`config.mk`:
```
export PLATFORM = sky130hd
export DESIGN_NAME = ultrasonic_obstacle_detector
export DESIGN_NICKNAME = d
export VERILOG_FILES = /design/src/rtl/core/uod_pkg.sv /design/src/rtl/core/uod_regs.sv /design/src/rtl/core/uod_dist.sv /design/src/rtl/core/uod_core.sv /design/src/rtl/core/ultrasonic_obstacle_detector.sv
export SDC_FILE = /design/constraint.sdc
export NUM_CORES = 1
export LEC_CHECK = 0
export BUFFER_PORTS_ARGS = -buffer_cell sky130_fd_sc_hd__buf_2
export CORE_ASPECT_RATIO = 0.5
export CORE_MARGIN = 8
export CORE_UTILIZATION = 50
export CTS_CLUSTER_DIAMETER = 80
export CTS_CLUSTER_SIZE = 10
export DETAILED_ROUTE_END_ITERATION = 16
export PLACE_DENSITY = 0.74
export SETUP_SLACK_MARGIN = 0.02
export SKIP_LAST_GASP = 1
export SLEW_MARGIN = 20
export SYNTH_ARGS = -nofsm -noshare
export SYNTH_HDL_FRONTEND = slang
export SYNTH_SLANG_ARGS = --single-unit
export TNS_END_PERCENT = 10
```
`constraint.sdc`:
```
create_clock -name i_clk -period 21.5 [get_ports i_clk]
set_clock_uncertainty 0.05 [all_clocks]
set_input_delay 1.075 -clock i_clk [delete_from_list [all_inputs] [get_ports i_clk]]
set_output_delay 1.075 -clock i_clk [all_outputs]
set_load 0.02 [all_outputs]
```
`src/rtl/core/uod_pkg.sv`:
```
package uod_pkg;

    // trigger pulse shape, in ticks
    localparam int TRIG_LOW_TICKS  = 2;
    localparam int TRIG_HIGH_TICKS = 10;

    // field widths
    localparam int TIMEOUT_W = 16;
    localparam int NEAR_W    = 16;
    localparam int HOLD_W    = 24;
    localparam int GAP_W     = 20;
    localparam int ECHO_W    = 16;
    localparam int DIST_W    = 14;
    localparam int PHASE_W   = 20;

    // apb port
    localparam int APB_AW = 4;
    localparam int APB_DW = 32;

    // distance = floor(echo * 343 / 2000) as floor(echo * DIST_MUL >> DIST_SHIFT),
    // exact for every 16-bit echo time
    localparam int DIST_SHIFT = 28;
    localparam int DIST_MUL_W = 26;
    localparam logic [DIST_MUL_W-1:0] DIST_MUL = 26'd46036681;
    localparam int PROD_W = ECHO_W + DIST_MUL_W;

    // reset values of the settings
    localparam logic [TIMEOUT_W-1:0] RST_ECHO_TIMEOUT = 16'd10000;
    localparam logic [NEAR_W-1:0]    RST_NEAR_LIMIT   = 16'd1749;
    localparam logic [HOLD_W-1:0]    RST_HOLD_TIME    = 24'd750000;
    localparam logic [GAP_W-1:0]     RST_GAP          = 20'd50000;

    typedef enum logic [1:0] {
        REG_ECHO_TIMEOUT = 2'd0,
        REG_NEAR_LIMIT   = 2'd1,
        REG_HOLD_TIME    = 2'd2,
        REG_GAP          = 2'd3
    } t_reg_idx;

    typedef struct packed {
        logic [TIMEOUT_W-1:0] echo_timeout_us;
        logic [NEAR_W-1:0]    near_limit_us;
        logic [HOLD_W-1:0]    hold_time_us;
        logic [GAP_W-1:0]     gap_us;
    } t_cfg;

    typedef struct packed {
        logic              trig_level;
        logic              measure_done;
        logic              echo_valid;
        logic [ECHO_W-1:0] echo_us;
        logic              blocked;
        logic              block_event;
        logic              unblock_event;
    } t_result;

endpackage

```
`src/rtl/core/uod_regs.sv`:
```
module uod_regs (
    input  logic                        i_clk,
    input  logic                        i_rst_n,
    input  logic                        i_psel,
    input  logic                        i_penable,
    input  logic                        i_pwrite,
    input  logic [uod_pkg::APB_AW-1:0]  i_paddr,
    input  logic [uod_pkg::APB_DW-1:0]  i_pwdata,
    output logic [uod_pkg::APB_DW-1:0]  o_prdata,
    output uod_pkg::t_cfg               o_cfg
);
    import uod_pkg::*;

    t_cfg     r_cfg;
    t_reg_idx w_idx;
    logic     w_wr;

    assign w_idx = t_reg_idx'(i_paddr[APB_AW-1:2]);
    assign w_wr  = i_psel & i_penable & i_pwrite;

    always_ff @(posedge i_clk) begin
        if (!i_rst_n) begin
            r_cfg.echo_timeout_us <= RST_ECHO_TIMEOUT;
            r_cfg.near_limit_us   <= RST_NEAR_LIMIT;
            r_cfg.hold_time_us    <= RST_HOLD_TIME;
            r_cfg.gap_us          <= RST_GAP;
        end else if (w_wr) begin
            case (w_idx)
                REG_ECHO_TIMEOUT: r_cfg.echo_timeout_us <= i_pwdata[TIMEOUT_W-1:0];
                REG_NEAR_LIMIT:   r_cfg.near_limit_us   <= i_pwdata[NEAR_W-1:0];
                REG_HOLD_TIME:    r_cfg.hold_time_us    <= i_pwdata[HOLD_W-1:0];
                REG_GAP:          r_cfg.gap_us          <= i_pwdata[GAP_W-1:0];
                default: ;
            endcase
        end
    end

    always_comb begin
        case (w_idx)
            REG_ECHO_TIMEOUT: o_prdata = APB_DW'(r_cfg.echo_timeout_us);
            REG_NEAR_LIMIT:   o_prdata = APB_DW'(r_cfg.near_limit_us);
            REG_HOLD_TIME:    o_prdata = APB_DW'(r_cfg.hold_time_us);
            REG_GAP:          o_prdata = APB_DW'(r_cfg.gap_us);
            default:          o_prdata = '0;
        endcase
    end

    assign o_cfg = r_cfg;

endmodule

```
`src/rtl/core/uod_dist.sv`:
```
module uod_dist (
    input  logic [uod_pkg::ECHO_W-1:0] i_echo_us,
    output logic [uod_pkg::DIST_W-1:0] o_distance_mm
);
    import uod_pkg::*;

    logic [PROD_W-1:0] w_prod;

    // reciprocal multiply, the shift drops the fraction
    assign w_prod        = PROD_W'(i_echo_us) * PROD_W'(DIST_MUL);
    assign o_distance_mm = w_prod[DIST_SHIFT +: DIST_W];

endmodule

```
`src/rtl/core/uod_core.sv`:
```
module uod_core (
    input  logic             i_clk,
    input  logic             i_rst_n,
    input  logic             i_step,
    input  logic             i_echo_level,
    input  logic             i_run,
    input  uod_pkg::t_cfg    i_cfg,
    output uod_pkg::t_result o_res
);
    import uod_pkg::*;

    typedef enum logic [2:0] {
        PH_TLOW  = 3'd0,
        PH_THIGH = 3'd1,
        PH_RISE  = 3'd2,
        PH_HIGH  = 3'd3,
        PH_GAP   = 3'd4
    } t_phase;

    t_phase             r_phase, n_phase;
    logic [PHASE_W-1:0] r_phase_ticks, n_phase_ticks;
    logic [ECHO_W-1:0]  r_echo_ticks, n_echo_ticks;
    logic               r_hold_active, n_hold_active;
    logic [HOLD_W-1:0]  r_hold_ticks, n_hold_ticks;
    logic [ECHO_W-1:0]  r_first_echo, n_first_echo;
    logic               r_block, n_block;
    logic [PHASE_W:0]   w_pt_inc;
    t_result            w_res;

    assign w_pt_inc = {1'b0, r_phase_ticks} + (PHASE_W+1)'(1);

    always_comb begin
        n_phase       = r_phase;
        n_phase_ticks = r_phase_ticks;
        n_echo_ticks  = r_echo_ticks;
        n_hold_active = r_hold_active;
        n_hold_ticks  = r_hold_ticks;
        n_first_echo  = r_first_echo;
        n_block       = r_block;
        w_res         = '0;

        if (!i_run) begin
            n_phase       = PH_TLOW;
            n_phase_ticks = '0;
            n_echo_ticks  = '0;
            n_hold_active = 1'b0;
            n_hold_ticks  = '0;
            n_first_echo  = '0;
            if (r_block) begin
                n_block             = 1'b0;
                w_res.unblock_event = 1'b1;
            end
        end else begin
            // hold timer saturates at all ones
            if (r_hold_active && (r_hold_ticks != '1)) begin
                n_hold_ticks = r_hold_ticks + HOLD_W'(1);
            end

            case (r_phase)
                PH_TLOW: begin
                    if (w_pt_inc >= (PHASE_W+1)'(TRIG_LOW_TICKS)) begin
                        n_phase       = PH_THIGH;
                        n_phase_ticks = '0;
                    end else begin
                        n_phase_ticks = w_pt_inc[PHASE_W-1:0];
                    end
                end
                PH_THIGH: begin
                    w_res.trig_level = 1'b1;
                    if (w_pt_inc >= (PHASE_W+1)'(TRIG_HIGH_TICKS)) begin
                        n_phase       = PH_RISE;
                        n_phase_ticks = '0;
                    end else begin
                        n_phase_ticks = w_pt_inc[PHASE_W-1:0];
                    end
                end
                PH_RISE: begin
                    if (i_echo_level) begin
                        n_phase       = PH_HIGH;
                        n_phase_ticks = '0;
                        n_echo_ticks  = ECHO_W'(1);
                    end else if (r_phase_ticks >= PHASE_W'(i_cfg.echo_timeout_us)) begin
                        w_res.measure_done = 1'b1;
                    end else begin
                        n_phase_ticks = w_pt_inc[PHASE_W-1:0];
                    end
                end
                PH_HIGH: begin
                    if (i_echo_level) begin
                        if (r_echo_ticks >= i_cfg.echo_timeout_us) begin
                            w_res.measure_done = 1'b1;
                        end else if (r_echo_ticks != '1) begin
                            n_echo_ticks = r_echo_ticks + ECHO_W'(1);
                        end
                    end else begin
                        w_res.measure_done = 1'b1;
                        w_res.echo_valid   = 1'b1;
                        w_res.echo_us      = r_echo_ticks;
                    end
                end
                PH_GAP: begin
                    if (w_pt_inc >= {1'b0, i_cfg.gap_us}) begin
                        n_phase       = PH_TLOW;
                        n_phase_ticks = '0;
                    end else begin
                        n_phase_ticks = w_pt_inc[PHASE_W-1:0];
                    end
                end
                default: begin
                    n_phase       = PH_TLOW;
                    n_phase_ticks = '0;
                end
            endcase

            if (w_res.measure_done) begin
                n_phase       = PH_GAP;
                n_phase_ticks = '0;
                n_echo_ticks  = '0;
                if (w_res.echo_valid && (w_res.echo_us <= i_cfg.near_limit_us)) begin
                    if (!r_hold_active) begin
                        n_hold_active = 1'b1;
                        n_hold_ticks  = '0;
                        n_first_echo  = w_res.echo_us;
                    end else if (n_hold_ticks >= i_cfg.hold_time_us) begin
                        if ((w_res.echo_us <= r_first_echo) && !r_block) begin
                            n_block           = 1'b1;
                            w_res.block_event = 1'b1;
                        end
                        n_hold_active = 1'b0;
                        n_hold_ticks  = '0;
                    end
                end else begin
                    n_hold_active = 1'b0;
                    n_hold_ticks  = '0;
                    n_first_echo  = '0;
                    if (r_block) begin
                        n_block             = 1'b0;
                        w_res.unblock_event = 1'b1;
                    end
                end
            end
        end

        w_res.blocked = n_block;
    end

    always_ff @(posedge i_clk) begin
        if (!i_rst_n) begin
            r_phase       <= PH_TLOW;
            r_phase_ticks <= '0;
            r_echo_ticks  <= '0;
            r_hold_active <= 1'b0;
            r_hold_ticks  <= '0;
            r_first_echo  <= '0;
            r_block       <= 1'b0;
        end else if (i_step) begin
            r_phase       <= n_phase;
            r_phase_ticks <= n_phase_ticks;
            r_echo_ticks  <= n_echo_ticks;
            r_hold_active <= n_hold_active;
            r_hold_ticks  <= n_hold_ticks;
            r_first_echo  <= n_first_echo;
            r_block       <= n_block;
        end
    end

    assign o_res = w_res;

`ifndef SYNTHESIS
    a_hold_ticks_idle: assert property (@(posedge i_clk) disable iff (!i_rst_n)
        !r_hold_active |-> (r_hold_ticks == '0))
        else $error("hold timer running while hold is inactive");
    a_echo_ticks_phase: assert property (@(posedge i_clk) disable iff (!i_rst_n)
        (r_phase != PH_HIGH) |-> (r_echo_ticks == '0))
        else $error("echo counter nonzero outside the echo high phase");
    a_high_nonzero: assert property (@(posedge i_clk) disable iff (!i_rst_n)
        (r_phase == PH_HIGH) |-> (r_echo_ticks != '0))
        else $error("echo high phase with empty echo counter");
`endif

endmodule

```
`src/rtl/core/ultrasonic_obstacle_detector.sv`:
```
// ultrasonic ranging controller with obstacle hold logic. every input word is one
// microsecond tick of the echo pin plus a run enable, and every accepted word gives
// exactly one result word. the controller drives the trigger low for 2 ticks and high
// for 10, waits for the echo to rise, times the high pulse, then idles for gap_us
// ticks (at least one). echo_timeout_us bounds both the rise wait and the pulse
// length; a timeout reports measure_done with echo_valid low. a finished echo
// reports echo_us and distance_mm = floor(echo_us * 343 / 2000). an echo at or below
// near_limit_us starts a hold timer; once hold_time_us ticks have passed, a near echo
// no longer than the one that started the timer sets blocked with a block_event
// pulse. a far echo, a timeout or run low clears the timer and releases the block
// with an unblock_event pulse. rate: one word per clock while i_out_ready stays high,
// passing an input register, one pass of tick logic plus a 16 x 26 constant
// multiply for the distance, and a result register. a stalled result register
// holds the word in the input register and stops the next word from entering.
// settings sit on an apb port at byte addresses 0 (echo_timeout_us, reset 10000),
// 4 (near_limit_us, 1749), 8 (hold_time_us, 750000) and 12 (gap_us, 50000); write
// them only while the block is idle.
module ultrasonic_obstacle_detector (
    input  logic                        i_clk,
    input  logic                        i_rst_n,
    // input channel
    input  logic                        i_in_valid,
    output logic                        o_in_ready,
    input  logic                        i_echo_level,
    input  logic                        i_run,
    // result channel
    output logic                        o_out_valid,
    input  logic                        i_out_ready,
    output logic                        o_trig_level,
    output logic                        o_measure_done,
    output logic                        o_echo_valid,
    output logic [uod_pkg::ECHO_W-1:0]  o_echo_us,
    output logic [uod_pkg::DIST_W-1:0]  o_distance_mm,
    output logic                        o_blocked,
    output logic                        o_block_event,
    output logic                        o_unblock_event,
    // configuration port
    input  logic                        psel,
    input  logic                        penable,
    input  logic                        pwrite,
    input  logic [uod_pkg::APB_AW-1:0]  paddr,
    input  logic [uod_pkg::APB_DW-1:0]  pwdata,
    output logic [uod_pkg::APB_DW-1:0]  prdata,
    output logic                        pready
);
    import uod_pkg::*;

    // input register
    logic              r_in_valid;
    logic              r_echo_level;
    logic              r_run;
    // result register
    logic              r_out_valid;
    t_result           r_res;
    logic [DIST_W-1:0] r_distance_mm;

    t_cfg              w_cfg;
    t_result           w_res;
    logic [DIST_W-1:0] w_distance_mm;
    logic              w_advance;

    // a word moves from the input register to the result register when the
    // result register is empty or being emptied this cycle
    assign w_advance  = r_in_valid & (~r_out_valid | i_out_ready);
    assign o_in_ready = ~r_in_valid | w_advance;
    assign pready     = 1'b1;

    uod_regs u_regs (
        .i_clk     (i_clk),
        .i_rst_n   (i_rst_n),
        .i_psel    (psel),
        .i_penable (penable),
        .i_pwrite  (pwrite),
        .i_paddr   (paddr),
        .i_pwdata  (pwdata),
        .o_prdata  (prdata),
        .o_cfg     (w_cfg)
    );

    // tick logic, state advances once per word
    uod_core u_core (
        .i_clk        (i_clk),
        .i_rst_n      (i_rst_n),
        .i_step       (w_advance),
        .i_echo_level (r_echo_level),
        .i_run        (r_run),
        .i_cfg        (w_cfg),
        .o_res        (w_res)
    );

    // echo_us is zero unless an echo finished, so the distance is zero too
    uod_dist u_dist (
        .i_echo_us     (w_res.echo_us),
        .o_distance_mm (w_distance_mm)
    );

    // handshake control
    always_ff @(posedge i_clk) begin
        if (!i_rst_n) begin
            r_in_valid  <= 1'b0;
            r_out_valid <= 1'b0;
        end else begin
            if (o_in_ready) begin
                r_in_valid <= i_in_valid;
            end
            if (w_advance) begin
                r_out_valid <= 1'b1;
            end else if (i_out_ready) begin
                r_out_valid <= 1'b0;
            end
        end
    end

    // payload, no reset needed
    always_ff @(posedge i_clk) begin
        if (i_in_valid && o_in_ready) begin
            r_echo_level <= i_echo_level;
            r_run        <= i_run;
        end
        if (w_advance) begin
            r_res         <= w_res;
            r_distance_mm <= w_distance_mm;
        end
    end

    assign o_out_valid     = r_out_valid;
    assign o_trig_level    = r_res.trig_level;
    assign o_measure_done  = r_res.measure_done;
    assign o_echo_valid    = r_res.echo_valid;
    assign o_echo_us       = r_res.echo_us;
    assign o_distance_mm   = r_distance_mm;
    assign o_blocked       = r_res.blocked;
    assign o_block_event   = r_res.block_event;
    assign o_unblock_event = r_res.unblock_event;

`ifndef SYNTHESIS
    a_block_event_sets: assert property (@(posedge i_clk) disable iff (!i_rst_n)
        (o_out_valid && o_block_event) |-> (o_blocked && !o_unblock_event))
        else $error("block word without block state");
    a_unblock_event_clears: assert property (@(posedge i_clk) disable iff (!i_rst_n)
        (o_out_valid && o_unblock_event) |-> !o_blocked)
        else $error("unblock word with block still set");
    a_valid_needs_done: assert property (@(posedge i_clk) disable iff (!i_rst_n)
        (o_out_valid && o_echo_valid) |-> (o_measure_done && !o_trig_level))
        else $error("echo reported outside a finished measurement");
    a_timeout_no_echo: assert property (@(posedge i_clk) disable iff (!i_rst_n)
        (o_out_valid && !o_echo_valid) |-> ((o_echo_us == '0) && (o_distance_mm == '0)))
        else $error("echo time reported without an echo");
    a_advance_fills: assert property (@(posedge i_clk) disable iff (!i_rst_n)
        w_advance |=> r_out_valid)
        else $error("word lost between input and result register");
`endif

endmodule
```
* Yosys cells after proc, flatten, opt, wreduce, memory -nomap -nowiden
Cells that the tools add are included.
** Storage, ports and cells
- Register bits after elaboration :: 197
- Input bits :: 45
- Output and inout port bits :: 71
** Cells by class
- $add $sub $neg :: 3
- Multiply operators :: 1
- Magnitude comparators :: 8
- Equal/unequal tests :: 21
- Mux-type cells :: 63
- Bitwise operators :: 7
- Reductions and logical operators :: 18
** Operators by type and width (count)
- $mux W16 :: 11
- $mux W24 :: 7
- $mux W20 :: 7
- $pmux W32 S4 :: 1
- $pmux W20 S5 :: 1
- $mux W17 :: 3
- $mul A16 B26 Y42 const B :: 1
- $le A16 B16 Y1 :: 2
- $pmux W16 S2 :: 1
- $add A24 B1 Y24 const B :: 1
- $ge A24 B24 Y1 :: 1
- $mux W1 :: 24
- $ne A24 B24 Y1 const B :: 1
- $add A20 B1 Y21 const B :: 1
- $ge A21 B2 Y1 const B :: 1
- $ge A21 B20 Y1 :: 1
- $ge A21 B4 Y1 const B :: 1
- $ge A20 B16 Y1 :: 1
- $mux W3 :: 6
- $add A16 B1 Y16 const B :: 1
- $ge A16 B16 Y1 :: 1
- $ne A16 B16 Y1 const B :: 1
- $ne A4 B2 Y1 const B :: 4
- $pmux W3 S5 :: 1
- other kinds (25) :: 41

* Depth between registers and ports, before layout
- Depth in word-level cells :: 11
- Mapped depth :: 32

* Cells and area by module
A second synthesis with hierarchy kept.
** Unflattened totals
- Cells, all modules :: 2189
- Area total of the unflattened synthesis :: 19867.8 um2
** Modules (own cells, without submodules)
- uod_core :: instances 1, cells each 1020, area an instance 7736.2 um2, sequential area each 1621.6 um2
- uod_dist :: instances 1, cells each 771, area an instance 7279.5 um2, sequential area each 0.0 um2
- uod_regs :: instances 1, cells each 349, area an instance 3595.9 um2, sequential area each 1521.5 um2
- ultrasonic_obstacle_detector :: instances 1, cells each 49, area an instance 1256.2 um2, sequential area each 1181.1 um2

* Worst setup path before layout
No wires, ideal clock.
- Kind :: register -> register
- Start :: register u_core.r_phase[1]
- End :: register r_distance_mm[13] (netlist: o_distance_mm[13]), data pin
- Setup time :: 260 ps
- Arrival :: 7439 ps
- Data required time :: 21190 ps
- Setup slack :: 13751 ps
- Cell stages (with the launch flop) :: 29
- Cell sequence :: dfxtp_1 > clkbuf_1 > nor3b_1 > and2_1 > nand2_1 > inv_1 > clkbuf_1 > clkbuf_1 > nand2_1 > fa_1 > fa_1 > inv_1 > fa_1 > fa_1 > fa_1 > inv_1 > fa_1 > inv_1 > ha_1 > a211oi_1 > o211ai_1 > a31o_2 > o2111a_1 > o21bai_1 > a21oi_1 > o31ai_1 > o21bai_1 > a21oi_1 > xnor2_1
** On the way
- Longest elaborated chain between the ends :: 5
** Ends and longest elaborated chain
- start: declaration :: RTL line uod_core.sv:20 : t_phase r_phase, n_phase;
- start signal: assignment :: RTL line uod_core.sv:157 : r_phase <= n_phase;
- $eq A3 B2 Y1 :: RTL line uod_core.sv:59 : case (r_phase)
- $mux W17 :: RTL line uod_core.sv:59
- $mux W17 :: RTL line uod_core.sv:42 : if (!i_run) begin
- $mux W16 :: RTL line uod_core.sv:42
- $mul A16 B26 Y42 :: RTL line uod_dist.sv:10 : assign w_prod = PROD_W'(i_echo_us) * PROD_W'(DIST_MUL);
- named net u_dist.o_distance_mm (one bit) :: RTL line uod_dist.sv:3 : output logic [uod_pkg::DIST_W-1:0] o_distance_mm
- end signal: assignment :: RTL line ultrasonic_obstacle_detector.sv:122 : r_distance_mm <= w_distance_mm;
- end: declaration :: RTL line ultrasonic_obstacle_detector.sv:55 : logic [DIST_W-1:0] r_distance_mm;
The timed path passes the listed nets, and every way through them passes these cells. The select of a mux whose other input is x is not followed.
A chain may end at the register's enable or synchronous reset.

==> flow_metrics.tcl <==
set metrics [dict create \
    cp-end-kind "register" \
    ctsHoldBuffers 0 \
    top_usage_layer "met2" \
    regToRegEndpoint "o_distance_mm[13]" \
    synth-compound-area-share_pct 13.0 \
    synthXorXnorAreaFrac_pct 3.50 \
    use_met2_pct 37.7 \
    setup_viol 0 \
    clock_sinks 197 \
    swShare_pct 27.0 \
    cts-root-buf "clkbuf_16" \
    maxSlewHeadroom_pct 31.6 \
    status "complete, no violations" \
    syn_area_um2 18800 \
    clk_pin_slew_ps 80 \
    final_antenna_net_count 0 \
    post_cts_buffers 0 \
    htree_levels 4 \
    grt_use_met1_pct 26.0 \
    fin_crit_sh_pct 41.9 \
    post-route-drc-count 0 \
    min_from "u_regs.o_cfg[43]" \
    min_to "u_regs.o_cfg[43]" \
    synthAdderAreaFrac_pct 33.2 \
    cts_buffer_depth 2 \
    powerDensity_nw_per_um2 39.6 \
    yosysSeqAreaShare_pct 23.0 \
    hpwl_um 37800 \
    rsz0062_at_grt "no" \
    dr.pass1.iters 5 \
    ys_ff_latch 197 \
    p_seq_share_pct 48.3 \
    grt_start_max_net_pins 61 \
    worstPathRequired_ps 21660 \
    final_hold_viol_count 0 \
    p_int_uw 586 \
    min_path_cells 2 \
    synth.distinct_cells 73 \
    clockPowerShare_pct 43.4 \
    maxCapViolations 0 \
    synth_ff_type "dfxtp_1" \
    io-pin-count 116 \
    tritoncts "yes" \
    ff_latch_area_um2 4320 \
    p_switching_uw 217 \
    slew_viol_final 0 \
    cp-start-kind "register" \
    min_path_type "reg -> reg" \
    met3_usage_pct 4.73 \
    die_h_um 153 \
    groute.usage.overall_pct 21.5 \
    num_vias 14900 \
    avgSynthCellArea_um2 8.95 \
    synth_top_family_by_area "adder cells" \
    clk_latency_ps 460 \
    multi_input_area_um2 12800 \
    numCtsBuffers 17 \
    cts-resized-gates 0 \
    grt_pass1_wl_um 77900 \
    synth_edf_count 38 \
    synth_mux_area_share_pct 3.02 \
    reg2reg_depth 27 \
    crit_fanout 22 \
    routedWlPerCell_um 18.3 \
    synth_simple_gate_area_share_pct 15.3 \
    worstReg2RegStart "u_core.r_phase[1]" \
    synthArstFlopShare_pct 0 \
    r2r_slack_ps 12500 \
    start_util_pct 50.5 \
    fmax_ghz 0.111 \
    worst_slew_pin_slew_ps 1030 \
    setup-tns-final_ps 0 \
    die-area_um2 44400 \
    gp_congestion 0.929 \
    netlist_instances 2099 \
    fin_util_pct 54.4 \
    final_nets 2598 \
    worst-setup-path-type "reg -> reg" \
    syn2layout_area_growth_pct 7.80 \
    grt_overflow_total 0 \
    io_buffers 96 \
    p_leak_nw 9.93 \
    routed_wl_um 48500 \
    grt_pass1_vias 14900 \
    drive_gt1_share_pct 9.46 \
    via_per_inst 5.61 \
    rows 50 \
    post-route-min-period_ps 9000 \
    ys.warnings.count 0 \
    cp.arrival_ps 9170 \
    p_comb_share_pct 8.4 \
    n_fill_cell 3311 \
    core_area_um2 37200 \
    drtIter0Drc 1185 \
    antenna_found_initial 4 \
    ir_drop_mv 0.0540 \
    die_w_um 290 \
]
==> power groups by stage <==
stage,combinational [mW],sequential (mW),clock (mW)
after global routing,0.0724,0.388,0.365
after detailed placement,0.0672,0.396,0
after global placement,0.0665,0.396,0
final,0.0672,0.387,0.348
after floorplan,0.0416,0.398,0
after CTS,0.0674,0.387,0.351
==> worst max-delay path: stages, from the launching register on <==
cell and delay, ps:
dfxtp_1 510, nor3b_1 240, buf_4 240, and2_1 240, nand2_1 220, inv_1 580, and2_1 510, inv_1 200
fa_1 610, fa_1 570, inv_1 60, fa_1 520, fa_1 440, fa_1 550, inv_1 50, fa_1 530
inv_1 40, ha_1 300, a211oi_1 260, o21ai_0 150, a211oi_1 390, o32ai_1 170, nor3_1 220, a21oi_1 170
o31ai_1 490, o21bai_1 160, a21oi_1 200, xnor2_1 80
==> logic make-up (layout without fill, tap and decap cells) <==
logic type / after synthesis / in the layout
and+or+nand+nor: 592 / 592
buffers and inverters: 430 / 480
adders and majority gates: 408 / 408
AOI/OAI and AO/OA: 360 / 360
DFF: 197 / 197
xor gates and xnor gates: 75 / 75
muxes: 35 / 35
other: 2 / 11
==> per-layer routing <==
layer  wire length, um  part of all wire (%)  vias up
met5                27                 0.056        -
met4              1460                   3.0        4
met3              2830                   5.8      103
met2             23500                    49      428
met1             20600                    42     7172
li1                  -                     -     7177
==> registers in the layout, summed over array words and instances, names as in the netlist, 3 cells and up <==
signal / cells
o_distance_mm: 14
u_core.r_phase: 3
u_core.r_echo_ticks: 16
o_echo_us: 16
u_core.r_phase_ticks: 20
u_regs.o_cfg: 76
u_core.r_first_echo: 16
u_core.r_hold_ticks: 24
==> cell usage in the layout (no fill, tap or decap), types with 18 or more instances in the layout <==
cell type	instances
a211oi_1	24
nor2b_1	19
o211ai_1	44
nor3_1	27
a21oi_1	107
fa_1	151
dfxtp_1	159
ha_1	257
and2_1	25
xnor2_1	53
a21o_1	33
nand4_1	33
buf_2	96
edfxtp_1	38
nand2_1	222
clkbuf_16	18
xor2_1	22
o21ai_0	41
nand3_1	47
and3_1	50
inv_1	338
nor2_1	97
==> cell usage after synthesis, types with 24 or more instances <==
| cell | count | area (um^2) |
|---|---|---|
| a211oi_1 | 24 | 180 |
| a21o_1 | 33 | 248 |
| a21oi_1 | 107 | 536 |
| and2_1 | 26 | 163 |
| and3_1 | 50 | 313 |
| clkbuf_1 | 67 | 251 |
| dfxtp_1 | 159 | 3180 |
| edfxtp_1 | 38 | 1140 |
| fa_1 | 151 | 3020 |
| ha_1 | 257 | 3220 |
| inv_1 | 340 | 1280 |
| nand2_1 | 222 | 833 |
| nand3_1 | 47 | 235 |
| nand4_1 | 33 | 206 |
| nor2_1 | 97 | 364 |
| nor3_1 | 28 | 140 |
| o211ai_1 | 44 | 330 |
| o21ai_0 | 41 | 205 |
| xnor2_1 | 53 | 464 |
==> through the flow <==
step           total power [mW]  setup WS [ps]  cell area [um^2]  hold WS, ps  cells
6_report                  0.802          12500             20200          427   2652
5_1_grt                   0.825          11900             20200          449   2651
4_1_cts                   0.806          12540             20200          427   2650
3_5_place_dp              0.463          12560             19600          416   2620
3_3_place_gp              0.462          12740             19600          405   2620
2_1_floorplan             0.440          13750             18800          395   2106
==> how the worst max path moves through the flow <==
stage	cells past startpoint	endpoint	slack, ps	start
global route	27	o_distance_mm[13]	11900	u_core.r_phase[1]
global placement	27	o_distance_mm[13]	12740	u_core.r_phase[1]
CTS	27	o_distance_mm[13]	12540	u_core.r_phase[1]
finish	27	o_distance_mm[13]	12500	u_core.r_phase[1]
floorplan	28	o_distance_mm[13]	13750	u_core.r_phase[1]
detailed placement	27	o_distance_mm[13]	12560	u_core.r_phase[1]
==> area by class of cell <==
cell class | count | share of cell area [%]
Tap cell | 494 | 3.05
Inverter | 340 | 6.31
Clock inverter | 12 | 0.822
Antenna cell | 2 | 0.0247
Timing Repair Buffer | 110 | 2.89
Sequential cell | 197 | 21.4
Multi-Input combinational cell | 1479 | 63.3
Clock buffer | 18 | 2.23
Power figures use the tool's default switching activity.
